**config.mk**
```make
export PLATFORM = sky130hd
export DESIGN_NAME = fsopa_front
export DESIGN_NICKNAME = d
export VERILOG_FILES = /design/src/rtl/core/fsopa_pkg.sv /design/src/rtl/core/fsopa_front.sv
export SDC_FILE = /design/constraint.sdc
export NUM_CORES = 1
export LEC_CHECK = 0
export ABC_CLOCK_PERIOD_IN_PS = 4100
export BUFFER_PORTS_ARGS = -buffer_cell sky130_fd_sc_hd__buf_2
export CAP_MARGIN = 5
export CORE_ASPECT_RATIO = 0.8
export CORE_UTILIZATION = 55
export DETAILED_ROUTE_END_ITERATION = 16
export PLACE_DENSITY = 0.85
export SETUP_SLACK_MARGIN = 0.4
export SLEW_MARGIN = 20
export SYNTH_ARGS = -nofsm -noshare
export SYNTH_HDL_FRONTEND = slang
export SYNTH_SLANG_ARGS = --single-unit
export TNS_END_PERCENT = 10
```
**constraint.sdc**
```tcl
create_clock -name clk -period 4.1 [get_ports clk]
set_input_delay 0.41 -clock clk [delete_from_list [all_inputs] [get_ports clk]]
set_output_delay 0.41 -clock clk [all_outputs]
set_load 0.01 [all_outputs]
```
**src/rtl/core/fsopa_pkg.sv**
```systemverilog
// Shared types, constants and codes of the fixed-size object pool allocator.
package fsopa_pkg;

  localparam int MAX_OBJECTS        = 4096;
  localparam int OBJ_HEADER_BYTES   = 8;
  localparam int FRAME_HEADER_BYTES = 16;

  localparam int ADDR_W   = 32;
  localparam int OBJ_W    = 16;
  localparam int COUNT_W  = 13;
  localparam int SLOT_W   = 17;
  localparam int STORE_AW = $clog2(MAX_OBJECTS);
  localparam int TOP_W    = $clog2(MAX_OBJECTS + 1);

  localparam logic [OBJ_W-1:0] OBJ_SIZE_RESET = 16'd16;

  // Command queue between the front and back ends; the depth is a power of two.
  localparam int QUEUE_DEPTH = 2;
  localparam int QPTR_W      = $clog2(QUEUE_DEPTH);
  localparam int QCNT_W      = $clog2(QUEUE_DEPTH + 1);

  localparam int DIV_STEPS = ADDR_W;
  localparam int DIVCNT_W  = $clog2(DIV_STEPS);

  localparam logic [1:0] MODE_LOAD  = 2'd0;
  localparam logic [1:0] MODE_ALLOC = 2'd1;
  localparam logic [1:0] MODE_FREE  = 2'd2;

  localparam logic [1:0] ST_OK    = 2'd0;
  localparam logic [1:0] ST_SMALL = 2'd1;
  localparam logic [1:0] ST_EMPTY = 2'd2;
  localparam logic [1:0] ST_FULL  = 2'd3;

  localparam logic [2:0] CMD_LOAD  = 3'd0;
  localparam logic [2:0] CMD_ALLOC = 3'd1;
  localparam logic [2:0] CMD_FREE  = 3'd2;
  localparam logic [2:0] CMD_NOP   = 3'd3;
  localparam logic [2:0] CMD_SMALL = 3'd4;

  typedef struct packed {
    logic [1:0]        mode;
    logic [ADDR_W-1:0] address;
    logic [ADDR_W-1:0] region_len;
  } fsopa_in_t;

  typedef struct packed {
    logic [1:0]         status;
    logic [ADDR_W-1:0]  object_addr;
    logic [COUNT_W-1:0] free_count;
  } fsopa_out_t;

  typedef struct packed {
    logic [2:0]        op;
    logic [ADDR_W-1:0] addr;
    logic [ADDR_W-1:0] count;
    logic [SLOT_W-1:0] slot;
  } fsopa_cmd_t;

endpackage

```
**src/rtl/core/fsopa_front.sv**
```systemverilog
// Front end: accepts items, sizes slots, divides load regions into slot counts.
module fsopa_front (
  input  logic                     clk,
  input  logic                     rst_n,
  input  logic                     start,
  input  fsopa_pkg::fsopa_in_t     in_item,
  input  logic [fsopa_pkg::OBJ_W-1:0] object_size,
  output logic                     busy,
  output logic                     push,
  output fsopa_pkg::fsopa_cmd_t    push_cmd,
  input  logic                     q_full
);
  import fsopa_pkg::*;

  localparam logic [1:0] F_IDLE = 2'd0;
  localparam logic [1:0] F_DIV  = 2'd1;
  localparam logic [1:0] F_PUSH = 2'd2;

  logic [1:0]          state_r, state_nxt;
  fsopa_cmd_t          cmd_r, cmd_nxt;
  logic [ADDR_W-1:0]   quo_r, quo_nxt;
  logic [SLOT_W-1:0]   rem_r, rem_nxt;
  logic [DIVCNT_W-1:0] cnt_r, cnt_nxt;

  logic [SLOT_W:0]     slot_sum;
  logic [SLOT_W-1:0]   slot_rnd;
  logic [SLOT_W-1:0]   slot;
  logic [ADDR_W:0]     need;
  logic                too_small;
  logic [SLOT_W:0]     rem_sh;
  logic [SLOT_W+1:0]   diff;
  logic                borrow;

  // Slot size: payload plus object header, rounded up to a word.
  assign slot_sum  = {2'b00, object_size} + (SLOT_W+1)'(OBJ_HEADER_BYTES + 3);
  assign slot_rnd  = slot_sum[SLOT_W-1:0] & ~(SLOT_W'(3));
  assign slot      = (slot_rnd == '0) ? SLOT_W'(4) : slot_rnd;
  assign need      = (ADDR_W+1)'(slot) + (ADDR_W+1)'(FRAME_HEADER_BYTES);
  assign too_small = {1'b0, in_item.region_len} < need;

  // One restoring division step per cycle; the quotient shifts in behind the dividend.
  assign rem_sh = {rem_r, quo_r[ADDR_W-1]};
  assign diff   = {1'b0, rem_sh} - {2'b00, cmd_r.slot};
  assign borrow = diff[SLOT_W+1];

  always_comb begin
    state_nxt = state_r;
    cmd_nxt   = cmd_r;
    quo_nxt   = quo_r;
    rem_nxt   = rem_r;
    cnt_nxt   = cnt_r;
    push      = 1'b0;
    unique case (state_r)
      F_IDLE: begin
        if (start) begin
          cmd_nxt.slot = slot;
          cmd_nxt.addr = in_item.address;
          cmd_nxt.op   = CMD_NOP;
          quo_nxt      = '0;
          rem_nxt      = '0;
          cnt_nxt      = '0;
          state_nxt    = F_PUSH;
          unique case (in_item.mode)
            MODE_LOAD: begin
              if (too_small) begin
                cmd_nxt.op = CMD_SMALL;
              end else begin
                cmd_nxt.op   = CMD_LOAD;
                cmd_nxt.addr = in_item.address + ADDR_W'(FRAME_HEADER_BYTES);
                quo_nxt      = in_item.region_len - ADDR_W'(FRAME_HEADER_BYTES);
                state_nxt    = F_DIV;
              end
            end
            MODE_ALLOC: cmd_nxt.op = CMD_ALLOC;
            MODE_FREE: begin
              cmd_nxt.op   = CMD_FREE;
              cmd_nxt.addr = in_item.address - ADDR_W'(OBJ_HEADER_BYTES);
            end
            default: cmd_nxt.op = CMD_NOP;
          endcase
        end
      end
      F_DIV: begin
        rem_nxt = borrow ? rem_sh[SLOT_W-1:0] : diff[SLOT_W-1:0];
        quo_nxt = {quo_r[ADDR_W-2:0], ~borrow};
        cnt_nxt = cnt_r + 1'b1;
        if (cnt_r == DIVCNT_W'(DIV_STEPS - 1)) begin
          state_nxt = F_PUSH;
        end
      end
      F_PUSH: begin
        if (!q_full) begin
          push      = 1'b1;
          state_nxt = F_IDLE;
        end
      end
      default: state_nxt = F_IDLE;
    endcase
  end

  always_comb begin
    push_cmd       = cmd_r;
    push_cmd.count = quo_r;
  end

  assign busy = (state_r != F_IDLE);

  always_ff @(posedge clk) begin
    if (!rst_n) begin
      state_r <= F_IDLE;
    end else begin
      state_r <= state_nxt;
    end
    cmd_r <= cmd_nxt;
    quo_r <= quo_nxt;
    rem_r <= rem_nxt;
    cnt_r <= cnt_nxt;
  end

endmodule

```
==> flow_summary_export.csv, run 1 <==
group,metric,value,unit
layout,multi_input_area,4570,sq um
worst_setup_path,rrSetupSlack,0.81,ns
timing,fin_crit_sh,84.0,%
routing,met2_wirelength,9.95,mm
routing,routedWlPerCell,18.0,um
worst_setup_path,startpoint_type,"primary input",
cts,root_buffer,"clkbuf_16",
layout,area_growth,16.2,%
floorplan,die-area,15200,sq um
global_route,grt_start_max_net_pins,53,
placed_design,gp_congestion,0.911,
status,status,"complete, no violations",
logic_synthesis,ys_ff_latch,106,
cts,cts_htree_levels,3,
floorplan,ios,172,
cts,cts_tree,"built",
routing,vias_per_cell,6.29,
worst_setup_path,arrival,3.61,ns
timing,whs,0.223,ns
logic_synthesis,synth_area,8110,sq um
timing,setup_viol,0,
floorplan,rows,39,
logic_synthesis,syn_area_per_cell,8.97,sq um
floorplan,initial_utilization,56.5,%
cts,clk_pin_slew,0.07,ns
cts,cts_resized,0,
logic_synthesis,synth_edf_count,104,
global_route,grt_pass1_vias,6925,
timing,fin_ws,0.656,ns
worst_setup_path,worst_r2r_path_depth,8,
timing,fin_crit,3.44,ns
timing,hold_violations,0,
worst_hold_path,hp-class,"in2reg",
global_route,grt_pass1_wl,35.3,mm
timing,clock_skew,0.00792,ns
layout,nFillCells,1175,
timing,slew_headroom,29.4,%
floorplan,die_x,138,um
layout,drive_gt1_share,21.5,%
routing,top_layer_used,"met4",
worst_setup_path,r2r-end,"rem_r[11]",
floorplan,die_y,111,um
placed_design,port_buffers,169,
worst_setup_path,cp.required,4.26,ns
power_and_ir_drop,leakage,3.66,nW
global_route,antenna_found_initial,1,
timing,slew_violations,0,
cts,cts_hold_buf,0,
global_route,grt_use_total,29.6,%
logic_synthesis,synthCells,904,
layout,register_area,3160,sq um
timing,tns,0,ns
routing,dr.pass1.iters,5,
placed_design,dp_slack,0.199,ns
cts,clock-sinks,106,
logic_synthesis,async_flop_share,0,%
routing,wirelength,22.0,mm
worst_hold_path,worstHoldStart,"in_item[34]",
logic_synthesis,synth_cell_types,75,
power_and_ir_drop,irDropWorstVdd,229,uV
routing,ant_nets,0,
cts,cts_inserted_buffers,9,
logic_synthesis,yosysWarnings,0,
routing,dr_wl_met3,1.85,mm
timing,tightest_slew,1.04,ns
routing,met1_length,9.72,mm
worst_setup_path,critPathMaxFanout,9,
worst_setup_path,crit_path_end_kind,"flop",
cts,insertion_delay,0.36,ns
floorplan,core_area,14300,sq um
cts,cts_setup_buffers,0,
worst_setup_path,crit_type,"in2reg",
timing,fmax,290,MHz
routing,drcViolationCount,0,
logic_synthesis,synthFlopType,"edfxtp_1",
power_and_ir_drop,power.density,331,nW/um^2
timing,rsz0062_at_grt,"false",
cts,cts.path.max_buffers,2,
flow_run,drv_cap,0,
logic_synthesis,yosysSeqAreaShare,39.0,%
worst_hold_path,min_path_cells,1,
global_route,grt-ovfl-total,0,
routing,drtIter0Drc,746,
placed_design,hpwl,16.0,mm
routing,vias,7694,
worst_setup_path,crit-reg2reg-launch,"push_cmd[2]",
worst_hold_path,hold_end,"push_cmd[51]",
layout,layout.nets,1158,
## critical path: stages
cell	delay (ns)
buf_2	0.10
o21a_1	0.27
o21ai_2	0.18
inv_1	0.06
nor2_1	0.15
ha_1	0.22
nor2b_2	0.19
nand2_1	0.08
xor2_1	0.15
ha_1	0.31
nand2_1	0.07
o21a_1	0.15
o211ai_1	0.16
o211a_1	0.28
or2_1	0.32
buf_4	0.20
a221oi_1	0.30
## cells in the mapped netlist, types with 3 or more instances
cell type / n / area [sq um]
nor4_2: 3 / 37.5
nor4_1: 30 / 188
o2111ai_1: 4 / 35.0
nand3b_1: 5 / 37.5
o31ai_1: 29 / 218
nand4b_1: 4 / 35.0
nand3_1: 46 / 230
and2_1: 6 / 37.5
buf_4: 3 / 22.5
mux2i_1: 5 / 50.1
xnor2_1: 34 / 298
nor2_1: 63 / 236
inv_1: 38 / 143
o211a_1: 17 / 170
buf_2: 3 / 15.0
nor2b_1: 10 / 62.6
o21ai_0: 46 / 230
or3_1: 6 / 37.5
and4_1: 3 / 26.3
nor4b_1: 3 / 26.3
buf_1: 3 / 11.3
o311ai_0: 3 / 26.3
a31oi_1: 4 / 25.0
or4_1: 8 / 60.1
xor2_1: 20 / 175
clkbuf_1: 57 / 214
edfxtp_1: 104 / 3120
a211oi_1: 19 / 143
a21oi_1: 27 / 135
and3_1: 11 / 68.8
o311a_1: 3 / 30.0
o21a_1: 12 / 90.1
nand4_1: 11 / 68.8
ha_1: 38 / 475
or2_2: 7 / 43.8
nand2_1: 98 / 368
o211ai_1: 33 / 248
nor3_1: 30 / 150
a21o_1: 3 / 22.5
nand2b_1: 8 / 50.1
## stage by stage
step                      instances  area (sq um)  util [%]  power [mW]
after floorplan                 905          8110         -        1.87
after global placement         1206          9060      63.2        2.11
after detailed placement       1206          9060      63.2        2.13
after CTS                      1222          9400      65.5        3.12
after global routing           1223          9420      65.6        3.25
final                          1223          9420      65.6        3.12
## sequential cells by signal (all words and copies together), names as in the netlist
name	count
push_cmd	50
cnt_r	5
state_r	2
quo_r	32
rem_r	17
## metal layers
metal,vias up,track usage [%]
met2,373,44.2
met3,35,6.24
li1,3656,-
met4,0,9.71
met5,-,0
met1,3630,42.6
## cell usage in the layout, fill, tap and decap left out, types with 26 or more instances in the layout
master	n
edfxtp_1	104
a21oi_1	26
xnor2_1	34
nand2_1	98
buf_2	169
nor3_1	30
inv_1	38
o211ai_1	33
ha_1	38
o31ai_1	29
nor2_1	62
o21ai_0	43
nor4_1	30
nand3_1	46
## power by group
group	switching [mW]	internal, mW
sequential	0.0527	1.31
combinational	0.468	0.292
clock	0.399	0.597
## logic make-up (layout without fill, tap and decap cells)
| group | Yosys count | after routing | synth area share, % |
|---|---|---|---|
| adder cells (fa/ha/maj) | 39 | 39 | 6.11 |
| flip-flops | 106 | 106 | 39.0 |
| XOR/XNOR | 54 | 54 | 5.84 |
| multiplexers | 5 | 5 | 0.617 |
| AO/OA/AOI/OAI | 229 | 229 | 20.1 |
| buffers and inverters | 105 | 238 | 5.14 |
| AND/OR/NAND/NOR | 364 | 364 | 23.1 |
| other | 2 | 4 | 0.0927 |
## worst max path at each step
| stage | start | to | cells after the start |
|---|---|---|---|
| floorplan | object_size[0] | push_cmd[59] | 17 |
| global route | object_size[0] | push_cmd[77] | 17 |
| global placement | object_size[0] | push_cmd[72] | 17 |
| CTS | object_size[0] | push_cmd[68] | 17 |
| finish | object_size[0] | push_cmd[67] | 17 |
| detailed placement | object_size[0] | push_cmd[74] | 17 |
## final cells by class
type | instances | area share (%)
clock inverter | 5 | 1.09
timing repair buffer | 184 | 10.3
antenna | 1 | 0.0266
inverter | 38 | 1.51
multi-input combinational | 694 | 48.6
tap | 184 | 2.44
sequential | 106 | 33.6
clock buffer | 11 | 2.47
No activity file was read; power rests on OpenSTA's default activity.
==> run 2, diff against run 1 <==
ABC_CLOCK_PERIOD_IN_PS = 3150   (was 4100)
CORE_UTILIZATION = 51   (was 55)
PLACE_DENSITY = 0.83   (was 0.85)
clock period = 3.15 ns   (was 4.1 ns; I/O delays follow)
==> flow_summary_export.csv, run 2 (same netlist as run 1, synthesis figures left out) <==
group,metric,value,unit
cts,cts_htree_levels,3,
power_and_ir_drop,seq_power_share,44.9,%
power_and_ir_drop,irDropWorstVdd,273,uV
layout,largest_reg_flops,50,
worst_setup_path,critPathMaxFanout,22,
timing,fin_crit_sh,96.6,%
cts,cts_inserted_buffers,9,
timing,clock_skew,0.00906,ns
worst_setup_path,startpoint,"object_size[0]",
routing,drtIter0Drc,930,
timing,setup_viol,0,
cts,root_buffer,"clkbuf_16",
cts,clock-sinks,106,
global_route,grt_pass1_wl,37.1,mm
worst_setup_path,rrSetupSlack,0.29,ns
floorplan,die_x,143,um
flow_run,drv_cap,0,
placed_design,dpl_cell_area,9390,sq um
layout,area_growth,22.9,%
routing,dr.pass1.iters,6,
placed_design,hpwl,16.9,mm
worst_setup_path,critPathMaxStageDelay,0.31,ns
layout,final_cell_mix,"buf_2 (169), edfxtp_1 (104), nand2_1 (96)",
power_and_ir_drop,power.density,398,nW/um^2
worst_setup_path,crit_type,"in2reg",
floorplan,rows,40,
timing,slew_headroom,42.5,%
power_and_ir_drop,clkPwrFrac,27.7,%
worst_setup_path,cp_num_buf_inv,2,
routing,wirelength,23.5,mm
worst_hold_path,worstHoldStart,"in_item[33]",
floorplan,core_area,15300,sq um
global_route,antenna_found_initial,1,
worst_setup_path,cpLargestDelayFamily,"compound AO/OA/AOI/OAI gates",
layout,layout.nets,1198,
floorplan,die_y,115,um
floorplan,ios,172,
timing,fin_ws,0.107,ns
power_and_ir_drop,leakage,3.90,nW
layout,n_antenna_cell,0,
routing,vias,7862,
worst_setup_path,crit-reg2reg-launch,"push_cmd[2]",
timing,slew_violations,0,
worst_setup_path,crit_path_end_kind,"flop",
timing,hold_violations,0,
power_and_ir_drop,comb_power_share,27.4,%
cts,cts_hold_buf,0,
floorplan,initial_utilization,53.1,%
routing,ant_nets,0,
layout,layout_commonest_cell,"buf_2",
power_and_ir_drop,total_power,3.96,mW
worst_setup_path,cp.required,3.33,ns
worst_setup_path,startpoint_type,"primary input",
routing,routedWlPerCell,18.2,um
placed_design,gp_congestion,0.889,
placed_design,dp_slack,-0.385,ns
timing,rsz0062_at_grt,"true",
power_and_ir_drop,p_sw,1.23,mW
routing,drcViolationCount,0,
power_and_ir_drop,p_int,2.73,mW
timing,tightest_slew,0.861,ns
placed_design,port_buffers,169,
status,status,"complete, no violations",
worst_hold_path,hp-class,"in2reg",
cts,cts.path.max_buffers,2,
timing,tns,0,ns
cts,cts_tree,"built",
layout,nFillCells,1222,
layout,drive_gt1_share,27.0,%
timing,fin_crit,3.04,ns
global_route,grt_start_max_net_pins,53,
worst_setup_path,critPathSlowestCell,"ha_1",
power_and_ir_drop,p_sw_share,31.1,%
cts,insertion_delay,0.36,ns
routing,vias_per_cell,6.10,
global_route,grt-ovfl-total,0,
timing,whs,0.134,ns
layout,design_area,9960,sq um
floorplan,die-area,16400,sq um
global_route,grt_use_total,29.0,%
worst_setup_path,crit_chain,"buf_2 > o21a_4 > o21ai_4 > xnor2_2 > ha_2 > a21boi_2 > o211a_1 > nand3_1 > xor2_1 > ha_1 > nand2_1 > o21ai_2 > o2bb2ai_2 > buf_6 > o21ai_1 > a221oi_2",
worst_setup_path,arrival,3.22,ns
cts,clk_pin_slew,0.07,ns
global_route,grt_pass1_vias,7290,
timing,fmax,329,MHz
run 2: worst reg2reg max path: stages (launching register included):
cell,delay (ns)
edfxtp_1,0.41
ha_1,0.24
fa_1,0.42
nor2b_1,0.19
o2111ai_1,0.19
a32oi_1,0.29
o21a_1,0.36
nand2_1,0.18
o31ai_1,0.37
run 2: path summary, 6_finish.rpt:
check,to,cells past startpoint
worst max-delay path,push_cmd[68],16
worst min register to register,rem_r[1],1
worst max register to register,rem_r[11],8
worst min-delay path,push_cmd[50],1
run 2: power groups by stage:
stage	clock network (mW)	logic (mW)	registers (mW)
detailed placement	0	1.02	1.81
finish	1.10	1.09	1.78
global route	1.15	1.19	1.79
global placement	0	0.997	1.81
floorplan	0	0.601	1.84
CTS	1.11	1.05	1.78
run 2: final cells by class:
type / instances / area [sq um] / area share, %
Clock buffer: 14 / 264 / 2.65
Multi-Input combinational cell: 694 / 4730 / 47.5
Clock inverter: 2 / 12.5 / 0.126
Sequential cell: 106 / 3160 / 31.8
Tap cell: 210 / 263 / 2.64
Timing Repair Buffer: 224 / 1380 / 13.9
Inverter: 38 / 143 / 1.43
run 2: routing by layer:
layer / global-route usage [%] / share of wire (%) / vias to the layer above / wire length (um)
li1: - / - / 3741 / -
met4: 8.10 / 1.8 / 2 / 418
met1: 40.5 / 44 / 3705 / 10400
met5: 0 / 0.034 / - / 8
met2: 44.8 / 45 / 365 / 10500
met3: 7.21 / 9.0 / 49 / 2130
run 2: through the flow:
stage	std cells	util [%]
2_1_floorplan	905	-
3_3_place_gp	1263	61.5
3_5_place_dp	1263	61.5
4_1_cts	1283	64.3
5_1_grt	1288	65.3
6_report	1288	65.3
run 2: what timing repair did:
| action | in CTS | in global routing |
|---|---|---|
| pin swaps | 13 | 10 |
| gates resized for setup | 24 | 22 |
| buffers inserted | 3 | 3 |
| gates cloned | 1 | 2 |
| endpoints found under the setup margin | 67 | 76 |
| hold endpoints to repair | 0 | 0 |
