[src/rtl/core/fsopa_pkg.sv]
// Shared types, constants and codes of the fixed-size object pool allocator.
package fsopa_pkg;

  localparam int MAX_OBJECTS        = 4096;
  localparam int OBJ_HEADER_BYTES   = 8;
  localparam int FRAME_HEADER_BYTES = 16;

  localparam int ADDR_W   = 32;
  localparam int OBJ_W    = 16;
  localparam int COUNT_W  = 13;
  localparam int SLOT_W   = 17;
  localparam int STORE_AW = $clog2(MAX_OBJECTS);
  localparam int TOP_W    = $clog2(MAX_OBJECTS + 1);

  localparam logic [OBJ_W-1:0] OBJ_SIZE_RESET = 16'd16;

  // Command queue between the front and back ends; the depth is a power of two.
  localparam int QUEUE_DEPTH = 2;
  localparam int QPTR_W      = $clog2(QUEUE_DEPTH);
  localparam int QCNT_W      = $clog2(QUEUE_DEPTH + 1);

  localparam int DIV_STEPS = ADDR_W;
  localparam int DIVCNT_W  = $clog2(DIV_STEPS);

  localparam logic [1:0] MODE_LOAD  = 2'd0;
  localparam logic [1:0] MODE_ALLOC = 2'd1;
  localparam logic [1:0] MODE_FREE  = 2'd2;

  localparam logic [1:0] ST_OK    = 2'd0;
  localparam logic [1:0] ST_SMALL = 2'd1;
  localparam logic [1:0] ST_EMPTY = 2'd2;
  localparam logic [1:0] ST_FULL  = 2'd3;

  localparam logic [2:0] CMD_LOAD  = 3'd0;
  localparam logic [2:0] CMD_ALLOC = 3'd1;
  localparam logic [2:0] CMD_FREE  = 3'd2;
  localparam logic [2:0] CMD_NOP   = 3'd3;
  localparam logic [2:0] CMD_SMALL = 3'd4;

  typedef struct packed {
    logic [1:0]        mode;
    logic [ADDR_W-1:0] address;
    logic [ADDR_W-1:0] region_len;
  } fsopa_in_t;

  typedef struct packed {
    logic [1:0]         status;
    logic [ADDR_W-1:0]  object_addr;
    logic [COUNT_W-1:0] free_count;
  } fsopa_out_t;

  typedef struct packed {
    logic [2:0]        op;
    logic [ADDR_W-1:0] addr;
    logic [ADDR_W-1:0] count;
    logic [SLOT_W-1:0] slot;
  } fsopa_cmd_t;

endpackage

[src/rtl/core/fsopa_queue.sv]
// Short command queue between the front and back ends.
module fsopa_queue (
  input  logic                  clk,
  input  logic                  rst_n,
  input  logic                  push,
  input  fsopa_pkg::fsopa_cmd_t push_cmd,
  input  logic                  pop,
  output fsopa_pkg::fsopa_cmd_t head,
  output logic                  full,
  output logic                  empty
);
  import fsopa_pkg::*;

  fsopa_cmd_t        ent_r [QUEUE_DEPTH];
  logic [QPTR_W-1:0] wr_ptr_r;
  logic [QPTR_W-1:0] rd_ptr_r;
  logic [QCNT_W-1:0] cnt_r;
  logic              do_push;
  logic              do_pop;

  assign full    = (cnt_r == QCNT_W'(QUEUE_DEPTH));
  assign empty   = (cnt_r == '0);
  assign do_push = push && !full;
  assign do_pop  = pop && !empty;
  assign head    = ent_r[rd_ptr_r];

  always_ff @(posedge clk) begin
    if (!rst_n) begin
      wr_ptr_r <= '0;
      rd_ptr_r <= '0;
      cnt_r    <= '0;
    end else begin
      if (do_push) begin
        wr_ptr_r <= wr_ptr_r + 1'b1;
      end
      if (do_pop) begin
        rd_ptr_r <= rd_ptr_r + 1'b1;
      end
      if (do_push && !do_pop) begin
        cnt_r <= cnt_r + 1'b1;
      end else if (do_pop && !do_push) begin
        cnt_r <= cnt_r - 1'b1;
      end
    end
    if (do_push) begin
      ent_r[wr_ptr_r] <= push_cmd;
    end
  end

endmodule

[config.mk]
export PLATFORM = sky130hd
export DESIGN_NAME = fsopa_queue
export DESIGN_NICKNAME = d
export VERILOG_FILES = /design/src/rtl/core/fsopa_pkg.sv /design/src/rtl/core/fsopa_queue.sv
export SDC_FILE = /design/constraint.sdc
export NUM_CORES = 1
export LEC_CHECK = 0
export BUFFER_PORTS_ARGS = -buffer_cell sky130_fd_sc_hd__clkbuf_2
export CAP_MARGIN = 20
export CORE_ASPECT_RATIO = 0.75
export CORE_MARGIN = 10
export CORE_UTILIZATION = 34
export CTS_CLUSTER_DIAMETER = 30
export DETAILED_ROUTE_END_ITERATION = 16
export GPL_TIMING_DRIVEN = 1
export PLACE_DENSITY_LB_ADDON = 0.15
export RECOVER_POWER = 100
export SLEW_MARGIN = 0
export SYNTH_ARGS = -nofsm -noshare
export SYNTH_HDL_FRONTEND = slang
export SYNTH_SLANG_ARGS = --single-unit
[constraint.sdc]
create_clock -name clk -period 8.7 [get_ports clk]
set_input_delay 0.435 -clock clk [delete_from_list [all_inputs] [get_ports clk]]
set_output_delay 0.435 -clock clk [all_outputs]
set_load 0.01 [all_outputs]
==> metrics.txt, run 1 <==
run status=complete, but fails checks; violated checks=capacitance limit, slew limit; Fin. Hold Viols=0; Least-Margin Pin Slew=2.612 ns; height of the die=138.0 um; largest net degree at the start of global routing=46; Synth Net Count=375; CP Launch Type=flop; Worst VDD drop=0.0001553 V; H-tree levels=4; Clock Tree Buf Depth=2; maximum fanout along the worst path=43; Yosys warnings=0; CTS Buf Count=17; vias in the first global route=3577; antenna viol nets, final=0; reg-to-reg slack, setup=4.14 ns; Synth Cell Area=6310 sq um; sequential fraction of the synthesis area=81.54%; Setup TNS=0 ns; Avg Inst Size Synth=22.06 sq um; Setup Crit Path Kind=flop to output port; Place WS=6.252 ns; worst-skew pair later-pin latency=0.41 ns; GRT met3 Usage=6.177%; combinational share of power=20.9%; sw frac=28.50%; Unique masters post-synth=23; ranking of synthesized cells by area=edfxtp_1 (80%), mux2_1 (11%), mux2_2 (4.3%), dfxtp_1 (1.6%), buf_6 (1.1%); GR peak layer=met2; PD cells=295.3 nW/um^2; nets=562; TritonCTS clock tree=yes; die area=24460 sq um; Max Cap Viol=6; fin crit share=58.28%; final clock skew=0.006262 ns; first-pass detailed-route iteration total=4; setup ws final=3.629 ns; Area Growth Syn to Fin=23.12%; Die X=177.3 um; WL/cell=18.17 um; WP data required=8.27 ns; Tightest Hold Check Type=input pin to flop; slew margin rel.=-74.15%; cells after synthesis=286; Synth Register Bits=173; # fillers=1740; DR DRC count=0; Initial Utilization=34.39%; max-slew violation count=261; # rows=43; Setup-failing EPs final=0; CP Capture Type=output port; Clock power frac=30.8%; Antenna diodes=0; post-CTS sizing=0; Core Region=18350 sq um; minimum clock period=5.071 ns; gpl congestion=0.6846; cell accounting for the most synthesized area=edfxtp_1; P_leak=2.530 nW; first-pass GRT wire length=20000 um; Synth top area share=79.95%; Sink Count=173; DP HPWL=9002 um; Routed WL=13320 um; PortBufs=173; met2 Use GR=15.19%; CTS root buffer=clkbuf_16; vias per cell=4.415; FMAX=197.2 MHz; ratio of cells with drive above 1 in the final layout=14.81%; RSZ-0062 raised after global routing=no; GR Overflow Total=0; Cell Int Power=1.641 mW; gr usage total=10.88%; # IOs=174; clk slew on worst S/H paths=0.07 ns; hold_buf cts=0; Vias=3236; met1 usage=14.05%; initial antenna violation count=1; DR iter-0 viols=145; Post-CTS Setup Bufs=0; Arr. time, crit path=4.64 ns; Seq pwr share=48.3%; Psw=653.8 uW
-- state kept, by name, summed over array words and instances, names as in the netlist, named ones only --
signal	flops
ent_r	168
rd_ptr_r	1
cnt_r	2
wr_ptr_r	1
-- cell families (layout without fill, tap and decap cells) --
family / count (synthesis) / in the layout / synth area share [%]
XOR/XNOR: 3 / 3 / 0.4165
flip-flops: 173 / 173 / 81.54
multiplexers: 84 / 84 / 14.99
buffers and inverters: 11 / 211 / 1.467
AND/OR/NAND/NOR: 9 / 9 / 0.8728
adder cells (fa/ha/maj): 1 / 1 / 0.1983
AO/OA/AOI/OAI: 5 / 5 / 0.5155
-- layout make-up --
cell class                      count  area [sq um]  area share (%)
Clock buffer                       19         432.9           5.573
Clock inverter                     13         113.9           1.466
Inverter                            2         7.507         0.09663
Multi-Input combinational cell    102          1067           13.74
Sequential cell                   173          5145           66.23
Tap cell                          247         309.0           3.978
Timing Repair Buffer              177         693.2           8.923
-- power groups by stage --
stage          logic [mW]  clock network [mW]  registers, mW
4_1_cts             0.536               0.728           1.11
5_1_grt             0.534               0.769           1.13
3_3_place_gp        0.529                   0           1.12
3_5_place_dp        0.532                   0           1.12
2_1_floorplan       0.343                   0           1.09
6_report            0.479               0.707           1.11
-- metrics by stage --
step / hold WS [ns] / utilization [%] / total power [mW] / area (sq um) / std cells
floorplan: 0.4833 / - / 1.437 / 6310 / 286
global placement: 0.5055 / 40.58 / 1.648 / 7445 / 701
detailed placement: 0.5450 / 40.58 / 1.656 / 7445 / 701
CTS: 0.1800 / 43.56 / 2.370 / 7991 / 733
global route: 0.1736 / 42.34 / 2.428 / 7769 / 733
finish: 0.2048 / 42.34 / 2.294 / 7769 / 733
-- worst paths after layout --
kind / to / startpoint / depth (start not counted)
hold reg to reg: cnt_r[1]$_SDFFE_PN0P_ / cnt_r[1]$_SDFFE_PN0P_ / 2
setup / recovery: head[72] / flop / 3
hold / removal: ent_r[0][66]$_DFFE_PP_ / push_cmd[66] / 1
setup reg to reg: ent_r[1][67]$_DFFE_PP_ / cnt_r[0]$_SDFFE_PN0P_ / 3
-- placed cells by master, fill, tap and decap left out, drive strengths merged --
cell type and instances:
dfxtp 5, mux2 84, inv 6, xnor2 2, clkinvlp 4, o21ai 2, xor2 1, o21a 1
and3 1, or3 1, bufinv 1, ha 1, edfxtp 168, a21boi 2, nand2b 1, nor3 1
clkbuf 196, and2 3, clkinv 4, nor2 2
-- critical path, cell delays in order, from the launching register on --
cell and delay, ns:
dfxtp_1 1.70, clkbuf_1 1.84, mux2_2 0.46, clkbuf_1 0.17
-- metal layers --
| layer | up-vias | part of all wire [%] | wire (um) |
|---|---|---|---|
| li1 | 1505 | - | - |
| met1 | 1597 | 47 | 6241 |
| met2 | 125 | 42 | 5615 |
| met3 | 7 | 10 | 1364 |
| met4 | 2 | 0.62 | 83 |
| met5 | - | 0.083 | 11 |
-- synthesized netlist by cell type, drive strengths merged --
library cell	instances
and2	3
nand2b	1
a21boi	2
inv	2
xor2	1
nor3	1
o21a	1
xnor2	2
o21ai	2
ha	1
edfxtp	168
buf	9
dfxtp	5
mux2	84
or3	1
and3	1
nor2	2
Note: power is estimated with default switching activity, not from simulation.
==> run 2: changes to the inputs <==
Clock period 8.7 ns to 4.95 ns, I/O delays scaled along.
==> run 2 against run 1 <==
Net effect: the flow still finishes with violations (capacitance limit, slew limit); die area unchanged; via count increased by 2.0%; final area increased by 3.6%; worst setup slack got worse by 2.0 ns; sequential power increased by 76%; non-clock buffer count increased by 20; critical endpoint is now ent_r[1][37]$_DFFE_PP_; highest routed layer unchanged.
==> metrics.txt, run 2 (synthesis results as in run 1) <==
TritonCTS clock tree=yes; slew margin rel.=-47.75%; most frequent cells in the layout=edfxtp_1 (168), clkbuf_1 (144), mux2_1 (66); CP max-delay cell=and3_1; Core Region=18350 sq um; H-tree levels=4; Least-Margin Pin Slew=2.216 ns; Setup TNS=0 ns; Largest regs=ent_r x168, cnt_r x2; Routed WL=13490 um; Place WS=2.639 ns; worst-skew pair later-pin latency=0.41 ns; Initial Utilization=34.39%; final std cells w/o fill=753; # rows=43; vias per cell=4.385; hold path endpoint=ent_r[1][40]$_DFFE_PP_; nets=582; antenna viol nets, final=0; P_leak=2.674 nW; DP HPWL=9014 um; Die X=177.3 um; fin area=8045 sq um; Setup-failing EPs final=0; CTS Buf Count=17; commonest non-fill, non-tap cell in the layout=edfxtp_1; Clock Tree Buf Depth=2; Fin. Hold Viols=0; max incr delay on CP=1.66 ns; max-slew violation count=114; final core occ=43.85%; gr usage total=10.85%; Placed Area=7450 sq um; largest net degree at the start of global routing=70; # fillers=1670; WL/cell=17.92 um; CP Capture Type=flop; Hold Worst Slack=0.02459 ns; number of flip-flops in the largest register=168; total power draw=4.109 mW; Arr. time, crit path=3.41 ns; die area=24460 sq um; violated checks=capacitance limit, slew limit; CP Launch Type=flop; Tightest Hold Check Type=input pin to flop; Antenna diodes=0; run status=complete, but fails checks; FMAX=296.9 MHz; first-pass GRT wire length=19980 um; hold_sp=push_cmd[40]; Area Growth Syn to Fin=27.50%; clk slew on worst S/H paths=0.07 ns; first-pass detailed-route iteration total=4; post-CTS sizing=0; setup ws final=1.582 ns; Vias=3302; CTS root buffer=clkbuf_16; reg-to-reg slack, setup=1.58 ns; PD cells=510.7 nW/um^2; RR Endpoint=ent_r[1][37]$_DFFE_PP_; Cells after DPL=700; R2R depth=3; Worst Path Buf+Inv=1; PortBufs=173; Worst VDD drop=0.0002343 V; DR iter-0 viols=127; Sink Count=173; DR DRC count=0; Setup Crit Path Kind=flop to flop; RSZ-0062 raised after global routing=no; # IOs=174; initial antenna violation count=1; Top Family by Delay on Critical Path=simple AND/OR/NAND/NOR gates; fin crit share=68.04%; CP Launch Point=cnt_r[0]$_SDFFE_PN0P_; ratio of cells with drive above 1 in the final layout=16.21%; height of the die=138.0 um; vias in the first global route=3666; Biggest register=ent_r; WP data required=4.99 ns; final clock skew=0.009196 ns; minimum clock period=3.368 ns; hold depth=1; maximum fanout along the worst path=43; gpl congestion=0.7018; worst path cell trace=nand2b_1 > and3_1 > buf_4; reg2reg start=cnt_r[0]$_SDFFE_PN0P_; GR Overflow Total=0; Max Cap Viol=2
==> run 2: cell count changes in the layout (fill, tap and decap cells not counted), moves of 2 or more <==
cell / change
clkinv_2: -2
mux2_1: +2
clkinv_4: +2
clkbuf_2: +7
clkbuf_1: -12
buf_4: +2
mux2_2: -2
clkinvlp_4: -2
dlygate4sd3_1: +21
==> run 2: report_power, final <==
group	total [mW]	internal, mW	switching (mW)
Clock	1.31	0.752	0.560
Sequential	1.95	1.85	0.0957
Combinational	0.850	0.336	0.515
==> run 2: layout make-up <==
cell class	instances	area (sq um)	share of cell area, %
flip-flops and latches	173	5149	64.00
multi-input cells	102	1079	13.41
repair buffers	197	915.9	11.38
clock buffers	17	425.4	5.288
well taps	247	309.0	3.841
clock inverters	15	160.2	1.991
inverters	2	7.507	0.09331
==> run 2: how the worst max path moves through the flow <==
| stage | end | slack, ns | depth (start not counted) |
|---|---|---|---|
| after floorplan | ent_r[0][0]$_DFFE_PP_ | 0.59 | 3 |
| after global placement | ent_r[1][49]$_DFFE_PP_ | 2.71 | 3 |
| after detailed placement | ent_r[0][38]$_DFFE_PP_ | 2.64 | 4 |
| after CTS | head[77] | 2.24 | 3 |
| after global routing | ent_r[0][60]$_DFFE_PP_ | 1.24 | 4 |
| final | ent_r[1][37]$_DFFE_PP_ | 1.58 | 3 |
==> run 2: layer usage <==
metal,GRT usage [%],vias up,wire (um)
met3,6.095,8,1373
met1,13.21,1628,6095
met4,3.649,2,83
met5,0,-,13
li1,-,1545,-
met2,15.97,119,5927
==> run 2: repair_timing <==
| item | CTS | global route |
|---|---|---|
| setup endpoints to repair | 0 | 0 |
| hold buffers | 15 | 6 |
| setup buffers | 0 | 0 |
| endpoints found under the hold margin | 25 | 12 |
==> run 3: changes to the inputs <==
Clock period 4.95 ns to 2.99 ns, I/O delays scaled along.
==> run 3 against run 2 <==
Net effect: the flow now finishes without violations; non-clock buffer count grew 66; global-route usage grew 0.85 points; clock skew is 0.0011 ns higher; die area stayed put; largest power group unchanged; highest routed layer unchanged.
==> metrics.txt, run 3 (synthesis results as in run 1) <==
CTS root buffer=clkbuf_16; fin area=8716 sq um; setup ws final=0.6079 ns; hold depth=3; P_leak=2.933 nW; Initial Utilization=34.39%; RR Endpoint=ent_r[0][62]$_DFFE_PP_; Place WS=1.087 ns; R2R depth=4; DP HPWL=9226 um; Fin. Hold Viols=0; fin crit share=79.67%; Cells after DPL=702; CP Launch Point=cnt_r[0]$_SDFFE_PN0P_; Setup Crit Path Kind=flop to flop; WL/cell=17.36 um; clk slew on worst S/H paths=0.06 ns; maximum fanout along the worst path=49; final core occ=47.51%; # fillers=1645; slew margin rel.=22.64%; Largest regs=ent_r x168, cnt_r x2; vias in the first global route=3877; first-pass GRT wire length=21620 um; run status=finished, final reports clean; nets=648; DR DRC count=0; vias per cell=4.336; RSZ-0062 raised after global routing=no; Core Region=18350 sq um; commonest non-fill, non-tap cell in the layout=edfxtp_1; Tightest Hold Check Type=input pin to flop; Least-Margin Pin Slew=1.160 ns; Area Growth Syn to Fin=38.13%; Clock Tree Buf Depth=2; Arr. time, crit path=2.42 ns; worst-skew pair later-pin latency=0.42 ns; Setup-failing EPs final=0; die area=24460 sq um; Sink Count=173; reg-to-reg slack, setup=0.61 ns; FMAX=419.8 MHz; Post-CTS Setup Bufs=0; gr usage total=11.70%; Worst VDD drop=0.0004643 V; Max Cap Viol=0; minimum clock period=2.382 ns; final clock skew=0.01034 ns; CTS Buf Count=17; number of flip-flops in the largest register=168; ratio of cells with drive above 1 in the final layout=15.06%; reg2reg start=cnt_r[0]$_SDFFE_PN0P_; largest net degree at the start of global routing=67; H-tree levels=4; CP Capture Type=flop; DR iter-0 viols=131; max-slew violation count=0; PD cells=784.6 nW/um^2; most frequent cells in the layout=edfxtp_1 (168), clkbuf_1 (143), dlygate4sd3_1 (85); antenna viol nets, final=0; max incr delay on CP=0.70 ns; # rows=43; TritonCTS clock tree=yes; final std cells w/o fill=819; hold path endpoint=wr_ptr_r$_SDFFE_PN0P_; Routed WL=14220 um; # IOs=174; Biggest register=ent_r; worst path cell trace=nand2b_1 > clkinvlp_2 > nor3_4 > clkbuf_4; height of the die=138.0 um; Die X=177.3 um; gpl congestion=0.7045; hold_sp=push; first-pass detailed-route iteration total=4; initial antenna violation count=2; Placed Area=7513 sq um; WP data required=3.03 ns; CP Launch Type=flop; GR Overflow Total=0; Setup TNS=0 ns; PortBufs=173; CP max-delay cell=clkbuf_4; Vias=3551
[run 3: cell types whose count changed in the layout (fill, tap and decap cells not counted), moves of 2 or more]
| cell | delta |
|---|---|
| dlygate4sd3_1 | +64 |
| inv_6 | -4 |
| buf_12 | +2 |
| clkinvlp_4 | +2 |
[run 3: how the worst max path moves through the flow]
stage | endpoint | slack [ns] | cells after the start
2_1_floorplan | ent_r[0][0]$_DFFE_PP_ | -0.03 | 3
3_3_place_gp | ent_r[1][32]$_DFFE_PP_ | 1.12 | 3
3_5_place_dp | ent_r[1][38]$_DFFE_PP_ | 1.09 | 3
4_1_cts | head[55] | 0.88 | 3
5_1_grt | ent_r[0][20]$_DFFE_PP_ | 0.46 | 4
6_report | ent_r[0][62]$_DFFE_PP_ | 0.61 | 4
[run 3: report_power, final]
group / switching (mW) / internal, mW / total [mW] / leakage (nW)
Clock: 0.889 / 1.23 / 2.11 / 0.268
Combinational: 0.931 / 0.636 / 1.57 / 1.05
Sequential: 0.106 / 3.05 / 3.16 / 1.61
[run 3: cell type report]
type / count / area, sq um / area share, %
Sequential cell: 173 / 5149 / 59.07
Timing Repair Buffer: 263 / 1597 / 18.32
Multi-Input combinational cell: 102 / 1080 / 12.39
Clock buffer: 17 / 425.4 / 4.881
Tap cell: 247 / 309.0 / 3.546
Clock inverter: 14 / 145.1 / 1.665
Inverter: 2 / 8.758 / 0.1005
Antenna cell: 1 / 2.502 / 0.02871
[run 3: timing repair]
item                                    4_1_cts  5_1_grt
gates resized for setup                       0        0
hold buffers                                 85        0
hold endpoints to repair                    172        0
endpoints found under the setup margin        0        0
[run 3: stage by stage]
step / hold slack, ns / power, mW
floorplan: 0.2484 / 4.189
global placement: 0.3387 / 4.864
detailed placement: 0.3428 / 4.883
CTS: 0.1297 / 7.113
global route: 0.1415 / 7.198
finish: 0.1333 / 6.839
[run 3: critical path: cells and delay by family (launching register included)]
family,cells,cell delay (ns)
buf+inv,2,0.90
flops,1,0.40
simple gates,2,0.64
[run 3: per-layer routing]
layer  part of all wire, %  global-route usage (%)  up-vias
li1                      -                       -     1675
met5                 0.091                       0        -
met2                    45                   17.51      146
met3                   9.1                   5.279       13
met4                  0.67                   3.926        2
met1                    45                   14.82     1715
